--- config.mk ---
export PLATFORM = sky130hd
export DESIGN_NAME = tick_driven_task_scheduler
export DESIGN_NICKNAME = d
export VERILOG_FILES = /design/src/rtl/tdts_pkg.sv /design/src/rtl/tdts_cell.sv /design/src/rtl/tick_driven_task_scheduler.sv
export SDC_FILE = /design/constraint.sdc
export NUM_CORES = 1
export LEC_CHECK = 0
export BUFFER_PORTS_ARGS = -buffer_cell sky130_fd_sc_hd__buf_4
export CORE_MARGIN = 8
export CORE_UTILIZATION = 45
export CTS_BUF_LIST = sky130_fd_sc_hd__clkbuf_16
export CTS_CLUSTER_SIZE = 8
export DETAILED_ROUTE_END_ITERATION = 8
export GPL_TIMING_DRIVEN = 0
export PLACE_DENSITY = 0.71
export SLEW_MARGIN = 20
export SYNTH_ARGS = -nofsm -noshare
export SYNTH_HDL_FRONTEND = slang
export SYNTH_SLANG_ARGS = --single-unit
--- constraint.sdc ---
create_clock -name clk -period 3.57 [get_ports clk]
set_clock_uncertainty 0.05 [all_clocks]
set_input_delay 0.714 -clock clk [delete_from_list [all_inputs] [get_ports clk]]
set_output_delay 0.714 -clock clk [all_outputs]
set_load 0.01 [all_outputs]
--- src/rtl/tdts_pkg.sv ---
// Package for the tick-driven task scheduler: transaction structs, codes and
// the token that travels along the row of slot cells.
// Depends on nothing; every module of the scheduler imports it.
package tdts_pkg;

	// Most dispatch results that one dispatch transaction may carry.
	localparam int MAX_OUT = 8;
	localparam int CNT_W   = 4;

	typedef enum logic [1:0] {
		KIND_ADD      = 2'd0,
		KIND_DELETE   = 2'd1,
		KIND_TICK     = 2'd2,
		KIND_DISPATCH = 2'd3
	} kind_e_t;

	typedef enum logic [1:0] {
		STATUS_OK    = 2'd0,
		STATUS_FULL  = 2'd1,
		STATUS_EMPTY = 2'd2,
		STATUS_NONE  = 2'd3
	} status_e_t;

	typedef enum logic {
		ST_IDLE = 1'b0,
		ST_SCAN = 1'b1
	} state_t;

	typedef struct packed {
		logic [1:0]  kind;
		logic [15:0] task_id;
		logic [15:0] first_delay;
		logic [15:0] period;
		logic [2:0]  slot;
	} item_t;

	typedef struct packed {
		logic [1:0]  status;
		logic [2:0]  slot_out;
		logic [15:0] task_out;
		logic        last;
	} result_t;

	// Scan token handed from cell to cell, one cell per cycle.
	typedef struct packed {
		logic             valid;
		logic             is_add;
		logic             found;
		logic [CNT_W-1:0] cnt;
	} token_t;

	// Signals broadcast to every cell at once.
	typedef struct packed {
		logic        tick;
		logic [15:0] task_id;
		logic [15:0] first_delay;
		logic [15:0] period;
	} bcast_t;

	// Result raised by the cell that holds the token; all zero otherwise.
	typedef struct packed {
		logic        valid;
		logic [2:0]  slot;
		logic [15:0] task_id;
	} cell_res_t;

endpackage

--- src/rtl/tdts_cell.sv ---
// One task slot of the scheduler: holds the slot state, applies ticks and
// deletes, and serves the scan token passed along the row.
// Depends on tdts_pkg.
module tdts_cell
	import tdts_pkg::*;
#(
	parameter int IDX = 0
) (
	input  logic      clk,
	input  logic      arst_n,
	input  bcast_t    bcast,
	input  logic      del,
	input  token_t    tok_in,
	output token_t    tok_out,
	output cell_res_t res,
	output logic      occ
);

	logic        occ_q;
	logic [15:0] handle_q;
	logic [16:0] cd_q;
	logic [15:0] per_q;
	logic [7:0]  runs_q;
	token_t      tok_q;

	logic        take_add;
	logic        take_disp;
	logic [16:0] cd_dec;
	token_t      tok_nxt;

	always_comb begin
		take_add  = tok_in.valid && tok_in.is_add && !tok_in.found && !occ_q;
		take_disp = tok_in.valid && !tok_in.is_add && (tok_in.cnt < CNT_W'(MAX_OUT))
			&& (runs_q != 8'd0);
		cd_dec    = cd_q - 17'd1;

		tok_nxt       = tok_in;
		tok_nxt.found = tok_in.found | take_add;
		tok_nxt.cnt   = tok_in.cnt + CNT_W'(take_disp);

		res.valid   = take_add | take_disp;
		res.slot    = (take_add | take_disp) ? 3'(IDX) : 3'd0;
		res.task_id = take_disp ? handle_q : 16'd0;
	end

	always_ff @(posedge clk or negedge arst_n) begin
		if (!arst_n) begin
			occ_q    <= 1'b0;
			handle_q <= '0;
			cd_q     <= '0;
			per_q    <= '0;
			runs_q   <= '0;
			tok_q    <= '0;
		end else begin
			tok_q <= tok_nxt;
			if (del) begin
				occ_q    <= 1'b0;
				handle_q <= '0;
				cd_q     <= '0;
				per_q    <= '0;
				runs_q   <= '0;
			end else if (bcast.tick && occ_q && (cd_q != 17'd0)) begin
				if (cd_dec == 17'd0) begin
					if (runs_q != 8'hFF)
						runs_q <= runs_q + 8'd1;
					// A one-shot slot parks at zero and never fires again.
					cd_q <= {1'b0, per_q};
				end else begin
					cd_q <= cd_dec;
				end
			end else if (take_add) begin
				occ_q    <= 1'b1;
				handle_q <= bcast.task_id;
				cd_q     <= {1'b0, bcast.first_delay} + 17'd1;
				per_q    <= bcast.period;
				runs_q   <= '0;
			end else if (take_disp) begin
				if (per_q == 16'd0) begin
					occ_q    <= 1'b0;
					handle_q <= '0;
					cd_q     <= '0;
					per_q    <= '0;
					runs_q   <= '0;
				end else begin
					runs_q <= runs_q - 8'd1;
				end
			end
		end
	end

	assign tok_out = tok_q;
	assign occ     = occ_q;

endmodule

--- src/rtl/tick_driven_task_scheduler.sv ---
// Tick-driven task scheduler: a row of SLOTS task cells, a scan token that
// walks the row for add and dispatch, and the result sequencing.
// Depends on tdts_pkg and tdts_cell.
//
// Tick and delete transactions leave busy low; the delete result appears in the
// cycle after acceptance. Add and dispatch send a token down the row of cells,
// one cell per cycle, so busy stays high until the token leaves the last cell,
// and no new transaction is accepted while busy is high. Dispatch results come
// out as the token passes ready slots, at most one per cycle, with the final one
// (last set) in the same cycle as busy falls. Results are strobed by
// result_valid for a single cycle and cannot be held off, so the receiver must
// take every strobe. Only slots 0 to 7 can be deleted.
module tick_driven_task_scheduler
	import tdts_pkg::*;
#(
	parameter int SLOTS = 8
) (
	input  logic    clk,
	input  logic    arst_n,
	input  logic    start,
	output logic    busy,
	input  item_t   item,
	output logic    result_valid,
	output result_t result
);

	state_t    state_q, state_nxt;
	item_t     cmd_q;
	token_t    tok0_q;
	cell_res_t hold_q;
	result_t   result_q;
	logic      result_valid_q;

	logic      accept;
	logic      scan_go;
	logic      del_go;
	logic      del_occ;
	logic      del_in_range;
	logic      scan_end;
	bcast_t    bcast;
	cell_res_t cell_res;
	result_t   out_d;
	logic      out_valid_d;

	token_t     tok_chain [SLOTS+1];
	cell_res_t  res_vec   [SLOTS];
	logic [SLOTS-1:0] occ_vec;
	logic [SLOTS-1:0] sel_vec;
	logic [SLOTS-1:0] res_valid_vec;
	logic [SLOTS:0]   tok_valid_vec;

	assign busy    = (state_q == ST_SCAN);
	assign accept  = start && !busy;
	assign scan_go = accept && ((item.kind == KIND_ADD) || (item.kind == KIND_DISPATCH));
	assign del_go  = accept && (item.kind == KIND_DELETE);

	assign bcast.tick        = accept && (item.kind == KIND_TICK);
	assign bcast.task_id     = cmd_q.task_id;
	assign bcast.first_delay = cmd_q.first_delay;
	assign bcast.period      = cmd_q.period;

	assign tok_chain[0] = tok0_q;
	assign scan_end     = tok_chain[SLOTS].valid;

	genvar gi;
	generate
		for (gi = 0; gi < SLOTS; gi++) begin : g_cell
			assign sel_vec[gi] = (32'(item.slot) == gi);
			tdts_cell #(
				.IDX(gi)
			) u_cell (
				.clk    (clk),
				.arst_n (arst_n),
				.bcast  (bcast),
				.del    (del_go && sel_vec[gi]),
				.tok_in (tok_chain[gi]),
				.tok_out(tok_chain[gi+1]),
				.res    (res_vec[gi]),
				.occ    (occ_vec[gi])
			);
			assign res_valid_vec[gi] = res_vec[gi].valid;
		end
		for (gi = 0; gi <= SLOTS; gi++) begin : g_tokv
			assign tok_valid_vec[gi] = tok_chain[gi].valid;
		end
	endgenerate

	assign del_in_range = (32'(item.slot) < SLOTS);
	assign del_occ      = |(occ_vec & sel_vec);

	// Only the cell holding the token drives a non-zero result.
	always_comb begin
		cell_res = '0;
		for (int i = 0; i < SLOTS; i++)
			cell_res = cell_res | res_vec[i];
	end

	always_comb begin
		state_nxt = state_q;
		case (state_q)
			ST_IDLE: if (scan_go) state_nxt = ST_SCAN;
			ST_SCAN: if (scan_end) state_nxt = ST_IDLE;
			default: state_nxt = ST_IDLE;
		endcase
	end

	// A found slot is held back in hold_q so that the final one can carry last.
	always_comb begin
		out_d       = '0;
		out_valid_d = 1'b0;
		case (state_q)
			ST_IDLE: begin
				if (del_go) begin
					out_valid_d    = 1'b1;
					out_d.status   = (del_in_range && del_occ) ? STATUS_OK : STATUS_EMPTY;
					out_d.slot_out = item.slot;
					out_d.last     = 1'b1;
				end
			end
			ST_SCAN: begin
				if (scan_end) begin
					out_valid_d = 1'b1;
					out_d.last  = 1'b1;
					if (hold_q.valid) begin
						out_d.status   = STATUS_OK;
						out_d.slot_out = hold_q.slot;
						out_d.task_out = hold_q.task_id;
					end else begin
						out_d.status = cmd_q.kind == KIND_ADD ? STATUS_FULL : STATUS_NONE;
					end
				end else if (cell_res.valid && hold_q.valid) begin
					out_valid_d    = 1'b1;
					out_d.status   = STATUS_OK;
					out_d.slot_out = hold_q.slot;
					out_d.task_out = hold_q.task_id;
				end
			end
			default: out_valid_d = 1'b0;
		endcase
	end

	always_ff @(posedge clk or negedge arst_n) begin
		if (!arst_n) begin
			state_q        <= ST_IDLE;
			tok0_q         <= '0;
			hold_q         <= '0;
			result_valid_q <= 1'b0;
		end else begin
			state_q        <= state_nxt;
			result_valid_q <= out_valid_d;
			tok0_q         <= '0;
			if (scan_go) begin
				tok0_q.valid  <= 1'b1;
				tok0_q.is_add <= (item.kind == KIND_ADD);
			end
			if (state_q == ST_SCAN) begin
				if (scan_end)
					hold_q <= '0;
				else if (cell_res.valid)
					hold_q <= cell_res;
			end
		end
	end

	always_ff @(posedge clk) begin
		result_q <= out_d;
		if (accept)
			cmd_q <= item;
	end

	assign result_valid = result_valid_q;
	assign result       = result_q;

`ifndef SYNTHESIS
	a_one_token: assert property (@(posedge clk) disable iff (!arst_n)
		$onehot0(tok_valid_vec))
		else $error("more than one scan token in the cell row");

	a_one_result: assert property (@(posedge clk) disable iff (!arst_n)
		$onehot0(res_valid_vec))
		else $error("more than one cell raised a result in one cycle");

	a_end_idle: assert property (@(posedge clk) disable iff (!arst_n)
		(busy && scan_end) |=> !busy)
		else $error("scan ended but busy stayed high");

	a_hold_busy: assert property (@(posedge clk) disable iff (!arst_n)
		hold_q.valid |-> busy)
		else $error("held result outside a scan");

	a_token_busy: assert property (@(posedge clk) disable iff (!arst_n)
		(|tok_valid_vec) |-> busy)
		else $error("scan token present while not busy");
`endif

endmodule

==> results of run 1 <==
[report_power, final]
part / switching, mW / total (mW) / internal [mW]
logic: 0.173 / 0.256 / 0.0835
clock network: 2.99 / 7.30 / 4.31
registers: 0.0143 / 6.92 / 6.91
total: 3.18 / 14.5 / 11.3
[layer usage]
layer	GRT usage	routed length (um)	vias up
met5	0	0	-
met4	0.09532	3744	0
met3	0.06470	11540	249
met2	0.3984	46420	1501
met1	0.3737	44250	13753
li1	-	-	12231
[what timing repair did]
action,4_1_cts,5_1_grt
endpoints found under the setup margin,286,319
hold buffers,1,0
resized for setup,32,62
endpoints found under the hold margin,43,0
pin swaps,3,3
buffers inserted,4,7
[cell usage after synthesis, types with 8 or more instances]
cell type  instances  area share
clkbuf_1         146       0.018
mux2i_1           10      0.0032
xnor2_1           57       0.016
nor2_1           227       0.027
a21oi_1          149       0.024
o221ai_1          29      0.0082
buf_2             37      0.0060
nor2b_1           19      0.0038
nor3b_1           14      0.0034
nor4_1            67       0.013
o211ai_1          11      0.0027
ha_1              48       0.019
a221oi_1          28      0.0079
nor4b_1           11      0.0031
xor2_1            62       0.017
buf_1             39      0.0047
nor3_1            86       0.014
dfrtp_1          529        0.43
nand2_1          283       0.034
a21o_1            23      0.0056
o41ai_1            8      0.0023
and3_1            63       0.013
nand4_1           41      0.0082
a22o_1           305       0.086
a22oi_1           20      0.0048
or4_1             16      0.0039
nand2b_1          24      0.0048
nand3_1           83       0.013
dfxtp_1           22       0.014
o21ai_0          179       0.029
o22ai_1           39      0.0078
nand3b_1          12      0.0029
edfxtp_1          50       0.048
or2_2             11      0.0022
inv_1             63      0.0076
a222oi_1          22      0.0071
or3_1             28      0.0056
and2_1            21      0.0042
o31ai_1           20      0.0048
a211oi_1          20      0.0048
a31oi_1           29      0.0058
o21a_1            14      0.0034
[kinds of logic (layout without fill, tap and decap cells)]
| kind of cell | count (synthesis) | in the layout |
|---|---|---|
| AO/OA/AOI/OAI | 997 | 997 |
| XOR/XNOR | 119 | 119 |
| adder cells (fa/ha/maj) | 48 | 48 |
| buffers and inverters | 295 | 527 |
| flip-flops | 601 | 601 |
| multiplexers | 14 | 14 |
| other | 0 | 4 |
| AND/OR/NAND/NOR | 1078 | 1078 |
[layout make-up]
type | count | share of cell area
Timing Repair Buffer | 110 | 0.02880
Clock inverter | 39 | 0.005038
Inverter | 64 | 0.006740
Buffer | 227 | 0.02748
Multi-Input combinational cell | 2256 | 0.4190
Antenna cell | 4 | 0.0002779
Tap cell | 882 | 0.03064
Clock buffer | 87 | 0.06045
Sequential cell | 601 | 0.4216
[worst max-delay path, stage by stage (launching register included)]
cell and delay [ps]:
dfrtp_1 560, and3b_1 400, clkbuf_2 380, and2_1 240
o21a_1 130, clkbuf_1 400, nand2_1 170, nand2_1 390
clkbuf_1 470, a22o_1 230
[per-stage QoR]
step / total power [mW] / TNS, ps
floorplan: 7.082 / 0
global placement: 7.274 / -2314480
detailed placement: 7.298 / -116790
CTS: 14.58 / 0
global route: 14.88 / -5.467
finish: 14.48 / 0
[state kept, by name, indices dropped and copies added (netlist names)]
name / flops
g_cell.u_cell.cd_q: 136
g_cell.u_cell.per_q: 128
hold_q: 20
cmd_q: 2
g_cell.u_cell.occ: 8
busy: 1
g_cell.u_cell.handle_q: 128
g_cell.u_cell.runs_q: 64
result: 22
tok0_q: 2
result_valid: 1
bcast: 48
g_cell.u_cell.tok_out: 41
[how the worst max path moves through the flow]
stage,from,to,slack [ps],cells past startpoint
2_1_floorplan,g_cell[1].u_cell.cd_q[0]$_DFFE_PN0P_,g_cell[1].u_cell.runs_q[3]$_DFFE_PN0P_,320,12
5_1_grt,g_cell[0].u_cell.cd_q[0]$_DFFE_PN0P_,g_cell[0].u_cell.cd_q[1]$_DFFE_PN0P_,-5,12
3_3_place_gp,arst_n,g_cell[2].u_cell.cd_q[12]$_DFFE_PN0P_,-4130,1
3_5_place_dp,item[51],g_cell[6].u_cell.handle_q[14]$_DFFE_PN0P_,-730,12
4_1_cts,g_cell[1].u_cell.cd_q[0]$_DFFE_PN0P_,g_cell[1].u_cell.handle_q[9]$_DFFE_PN0P_,2,10
6_report,busy$_DFF_PN0_,g_cell[6].u_cell.handle_q[12]$_DFFE_PN0P_,40,9
==> impl_metrics.toml, run 1 <==
[layout]
syn2layout_area_growth_pct = 15.82
drive_above_1_share = 0.1164
multi_input_area_mm2 = 0.01509
instances_no_fill = 4270
layout_commonest_cell = "dfrtp_1"
fin_nets = 3449
regArea_mm2 = 0.01518
stdcell_area_mm2 = 0.03601
final_cell_mix = "dfrtp_1 (527), a22o_1 (305), nand2_1 (281), nor2_1 (223), o21ai_0 (178)"
fin_util = 0.5260
fill_cells = 6127

[clock_tree]
cts_buffers = 85
root_buffer = "clkbuf_16"
cts_max_path_buffers = 3
clock-sinks = 601
tritoncts = "yes"
clk_latency_ps = 640
h-tree-depth = 3
clk_pin_slew_ps = 50

[synthesis]
synth_top_family_by_area = "compound AO/OA/AOI/OAI gates"
syn_inst = 3152
synthFlopType = "dfrtp_1"
synth_async_sr_flop_share = 0.8802
synth_fp_nets = 3256
avgSynthCellArea_um2 = 9.865
synthAdderAreaFrac = 0.01931
synth_xor_xnor_area_share = 0.03352
synth_edf_count = 50
ys_types = 115
yosysWarnings = 0
synth-simple-area-share = 0.1812
synth_compound_area_frac = 0.2339
muxShareOfSynthArea = 0.005392
syn_area_mm2 = 0.03109
yosysSeqAreaShare = 0.4882
ys_ff_latch = 601

[timing]
setup_viol = 0
whs_ps = 205.8
post-route-period-util = 0.9876
finalMaxSlewViolations = 0
finalCriticalPeriod_ps = 3526
fmax_ghz = 0.2836
maxSlewHeadroom = 0.2136
report.final.hold_viol_count = 0
layout_setup_ws_ps = 44.29
worstMarginPinSlew_ps = 1180

[worst_setup_path]
endpoint_kind = "flip-flop"
reg2reg_depth = 9
crit_path_start_kind = "flip-flop"
worst_ep_required_time_ps = 4070
path_class = "reg2reg"
critPathMaxFanout = 10
worstReg2RegEnd = "g_cell[6].u_cell.handle_q[12]$_DFFE_PN0P_"
rrSetupSlack_ps = 40
worstReg2RegStart = "busy$_DFF_PN0_"
cp.arrival_ps = 4020

[floorplan]
die_x_um = 278.9
dieArea_mm2 = 0.07777
core_area_mm2 = 0.06847
dieHeight_um = 278.9
placementRows = 96
start_util = 0.4542
pin_count = 80

[place]
portBuffers = 79
gp_congestion = 0.9601
dp_hpwl_mm = 73.81
pre_cts_ws_ps = -727.9
dp.cells = 4132
place_area_mm2 = 0.03327

[route]
drt-vias-per-instance = 6.495
drc = 0
wire_per_inst_um = 24.81
finalWirelength_mm = 106.0
firstDrtPassIters = 8
postRouteAntennaNets = 0
num_vias = 27734
drt_first_iter_violations = 3547

[global_routing]
grt_max_degree = 101
grt_use_total = 0.2660
grt_pass1_wl_mm = 162.1
grt_overflow = 0
grt_pass1_vias = 26318
antenna_found_initial = 3

[hold_path]
whs_path_depth = 1
hp-class = "in2reg"
min_to = "bcast[14]$_DFFE_PP_"
min_from = "item[17]"

[power]
peakVddDrop_mv = 0.3649
power_leakage_nw = 15.46
p_per_area_mw_per_mm2 = 402.1

[flow_run]
cap_violations = 0

[status]
status = "finished, final reports clean"
Note: power is estimated with default switching activity, not from simulation.
==> run 2: changes to the inputs <==
--- a/config.mk
+++ b/config.mk
@@ -6,13 +6,14 @@
 export NUM_CORES = 1
 export LEC_CHECK = 0
 export BUFFER_PORTS_ARGS = -buffer_cell sky130_fd_sc_hd__buf_4
+export CORE_ASPECT_RATIO = 0.5
 export CORE_MARGIN = 8
-export CORE_UTILIZATION = 45
+export CORE_UTILIZATION = 25
 export CTS_BUF_LIST = sky130_fd_sc_hd__clkbuf_16
 export CTS_CLUSTER_SIZE = 8
 export DETAILED_ROUTE_END_ITERATION = 8
 export GPL_TIMING_DRIVEN = 0
-export PLACE_DENSITY = 0.71
+export PLACE_DENSITY = 0.49
 export SLEW_MARGIN = 20
 export SYNTH_ARGS = -nofsm -noshare
 export SYNTH_HDL_FRONTEND = slang
==> impl_metrics.toml, run 2 (synthesis gave the netlist of run 1 again) <==
[layout]
stdcell_area_mm2 = 0.03734
multi_input_area_mm2 = 0.01522
layout_commonest_cell = "dfrtp_1"
final_cell_mix = "dfrtp_1 (527), a22o_1 (305), nand2_1 (279), nor2_1 (218), o21ai_0 (179)"
instances_no_fill = 5073
syn2layout_area_growth_pct = 20.07
largest_register = "g_cell.u_cell.cd_q"
fill_cells = 12760
largest_register_ffs = 136
reg.largest.list = "g_cell.u_cell.cd_q (136), g_cell.u_cell.handle_q (128), g_cell.u_cell.per_q (128)"
fin_nets = 3457
regArea_mm2 = 0.01518
drive_above_1_share = 0.1272

[timing]
maxSlewHeadroom = 0.2066
fmax_ghz = 0.2880
worstMarginPinSlew_ps = 1190
setup_viol = 0
report.final.hold_viol_count = 0
rsz0062_at_grt = "yes"
finalMaxSlewViolations = 0
post-route-period-util = 0.9727
finalCriticalPeriod_ps = 3472

[place]
place_area_mm2 = 0.03444
portBuffers = 79
dp.cells = 4927
dp_hpwl_mm = 83.33
gp_congestion = 0.9387

[worst_setup_path]
critPathMaxStageDelay_ps = 560
reg2reg_depth = 10
rrSetupSlack_ps = 100
crit_buf_inv = 3
path_class = "reg2reg"
endpoint_kind = "flip-flop"
worstReg2RegStart = "busy$_DFF_PN0_"
crit_chain = "clkbuf_2 > and3b_1 > and2_1 > o41a_1 > clkbuf_1 > buf_1 > o21ai_0 > o21ai_0 > a211oi_1 > a211oi_1"
worst_ep_required_time_ps = 4060
critPathMaxFanout = 10
worstReg2RegEnd = "g_cell[4].u_cell.cd_q[7]$_DFFE_PN0P_"
crit_family = "buffers and inverters"
crit_path_start_kind = "flip-flop"
cp.arrival_ps = 3960
crit_slowest_cell = "buf_1"

[global_routing]
antenna_found_initial = 4
grt_use_total = 0.1661
grt_pass1_vias = 26689
grt_overflow = 0
grt_max_degree = 94
grt_pass1_wl_mm = 176.1

[floorplan]
dieArea_mm2 = 0.1366
start_util = 0.2522
pin_count = 80
placementRows = 91
dieHeight_um = 265.4
core_area_mm2 = 0.1233
die_x_um = 514.8

[power]
intPower_mw = 11.39
power_leakage_nw = 15.61
p_sw_mw = 3.335
p_sw_frac = 0.2264
p_comb_frac = 0.018
p_per_area_mw_per_mm2 = 394.5
clockPowerShare = 0.512
peakVddDrop_mv = 0.3536
power_mw = 14.73
seqPwrFrac = 0.470

[hold_path]
whs_path_depth = 1
min_from = "item[18]"
hp-class = "in2reg"
min_to = "bcast[15]$_DFFE_PP_"

[route]
firstDrtPassIters = 6
drt-vias-per-instance = 5.418
postRouteAntennaNets = 0
drc = 0
finalWirelength_mm = 117.7
num_vias = 27484
drt_first_iter_violations = 2587
wire_per_inst_um = 23.20

[clock_tree]
clk_pin_slew_ps = 50
root_buffer = "clkbuf_16"
h-tree-depth = 3
clk_latency_ps = 650
clock-sinks = 601
cts_buffers = 85
tritoncts = "yes"
cts_max_path_buffers = 3

[status]
status = "finished, final reports clean"

[flow_run]
cap_violations = 0
-- run 2: cell count changes in the layout (fill, tap and decap cells not counted), moves of 5 or more --
cell / before / now
nor2_1: 223 / 218
xor2_4: 1 / 6
nor2_2: 4 / 9
clkbuf_1: 121 / 114
buf_4: 93 / 109
-- run 2: cell type report --
cell class                      count  area share
Multi-Input combinational cell   2256      0.4076
Timing Repair Buffer              122     0.03157
Clock buffer                       89     0.05965
Tap cell                         1674     0.05610
Clock inverter                     42    0.005127
Antenna cell                        2   0.0001340
Inverter                           64    0.006501
Buffer                            223     0.02664
Sequential cell                   601      0.4066
-- run 2: timing repair --
| item | 4_1_cts | 5_1_grt |
|---|---|---|
| endpoints found under the hold margin | 56 | 0 |
| setup endpoints to repair | 390 | 361 |
| setup buffers | 9 | 11 |
| pin swaps | 3 | 4 |
| resized for setup | 52 | 61 |
| hold buffers | 1 | 0 |
-- run 2: per-stage QoR --
stage	util	hold slack (ps)	setup WS [ps]	TNS, ps
floorplan	-	315.7	322.3	0
global placement	0.2740	330.1	-4344	-2624980
detailed placement	0.2793	333.8	-1100	-183730
CTS	0.3008	152.8	1.521	0
global route	0.3027	164.2	-21.22	-71.97
finish	0.3028	195.7	97.52	0
-- run 2: power by group through the flow --
stage / Combinational [mW] / Clock (mW) / Sequential, mW
after detailed placement: 0.272 / 0 / 7.04
after global routing: 0.300 / 7.99 / 6.92
after global placement: 0.244 / 0 / 7.04
final: 0.265 / 7.54 / 6.92
after floorplan: 0.0465 / 0 / 7.04
after CTS: 0.275 / 7.71 / 6.92
-- run 2: worst reg2reg max path: cells and delay by family, from the launching register on --
kind / cells / cell delay (ps)
AO/OA/AOI/OAI: 5 / 900
buffers and inverters: 3 / 1220
flip-flops: 1 / 500
AND/OR/NAND/NOR: 2 / 690
-- run 2: how the worst max path moves through the flow --
stage | start | endpoint | slack (ps) | cells after the start
floorplan | g_cell[1].u_cell.cd_q[0]$_DFFE_PN0P_ | g_cell[1].u_cell.runs_q[3]$_DFFE_PN0P_ | 320 | 12
global placement | arst_n | g_cell[5].u_cell.runs_q[4]$_DFFE_PN0P_ | -4340 | 1
detailed placement | item[1] | g_cell[2].u_cell.handle_q[11]$_DFFE_PN0P_ | -1100 | 10
CTS | g_cell[0].u_cell.cd_q[0]$_DFFE_PN0P_ | g_cell[0].u_cell.handle_q[13]$_DFFE_PN0P_ | 2 | 10
global route | g_cell[2].u_cell.cd_q[0]$_DFFE_PN0P_ | g_cell[2].u_cell.handle_q[14]$_DFFE_PN0P_ | -20 | 10
finish | busy$_DFF_PN0_ | g_cell[4].u_cell.cd_q[7]$_DFFE_PN0P_ | 100 | 10
-- run 2: per-layer routing --
layer  part of all wire  up-vias  wire (um)  GRT usage
li1                   -    12282          -          -
met1               0.45    13999      52450     0.2295
met2               0.45      986      52670     0.2598
met3              0.068      217       8049    0.03021
met4              0.039        0       4541    0.06129
met5                  0        -          0          0
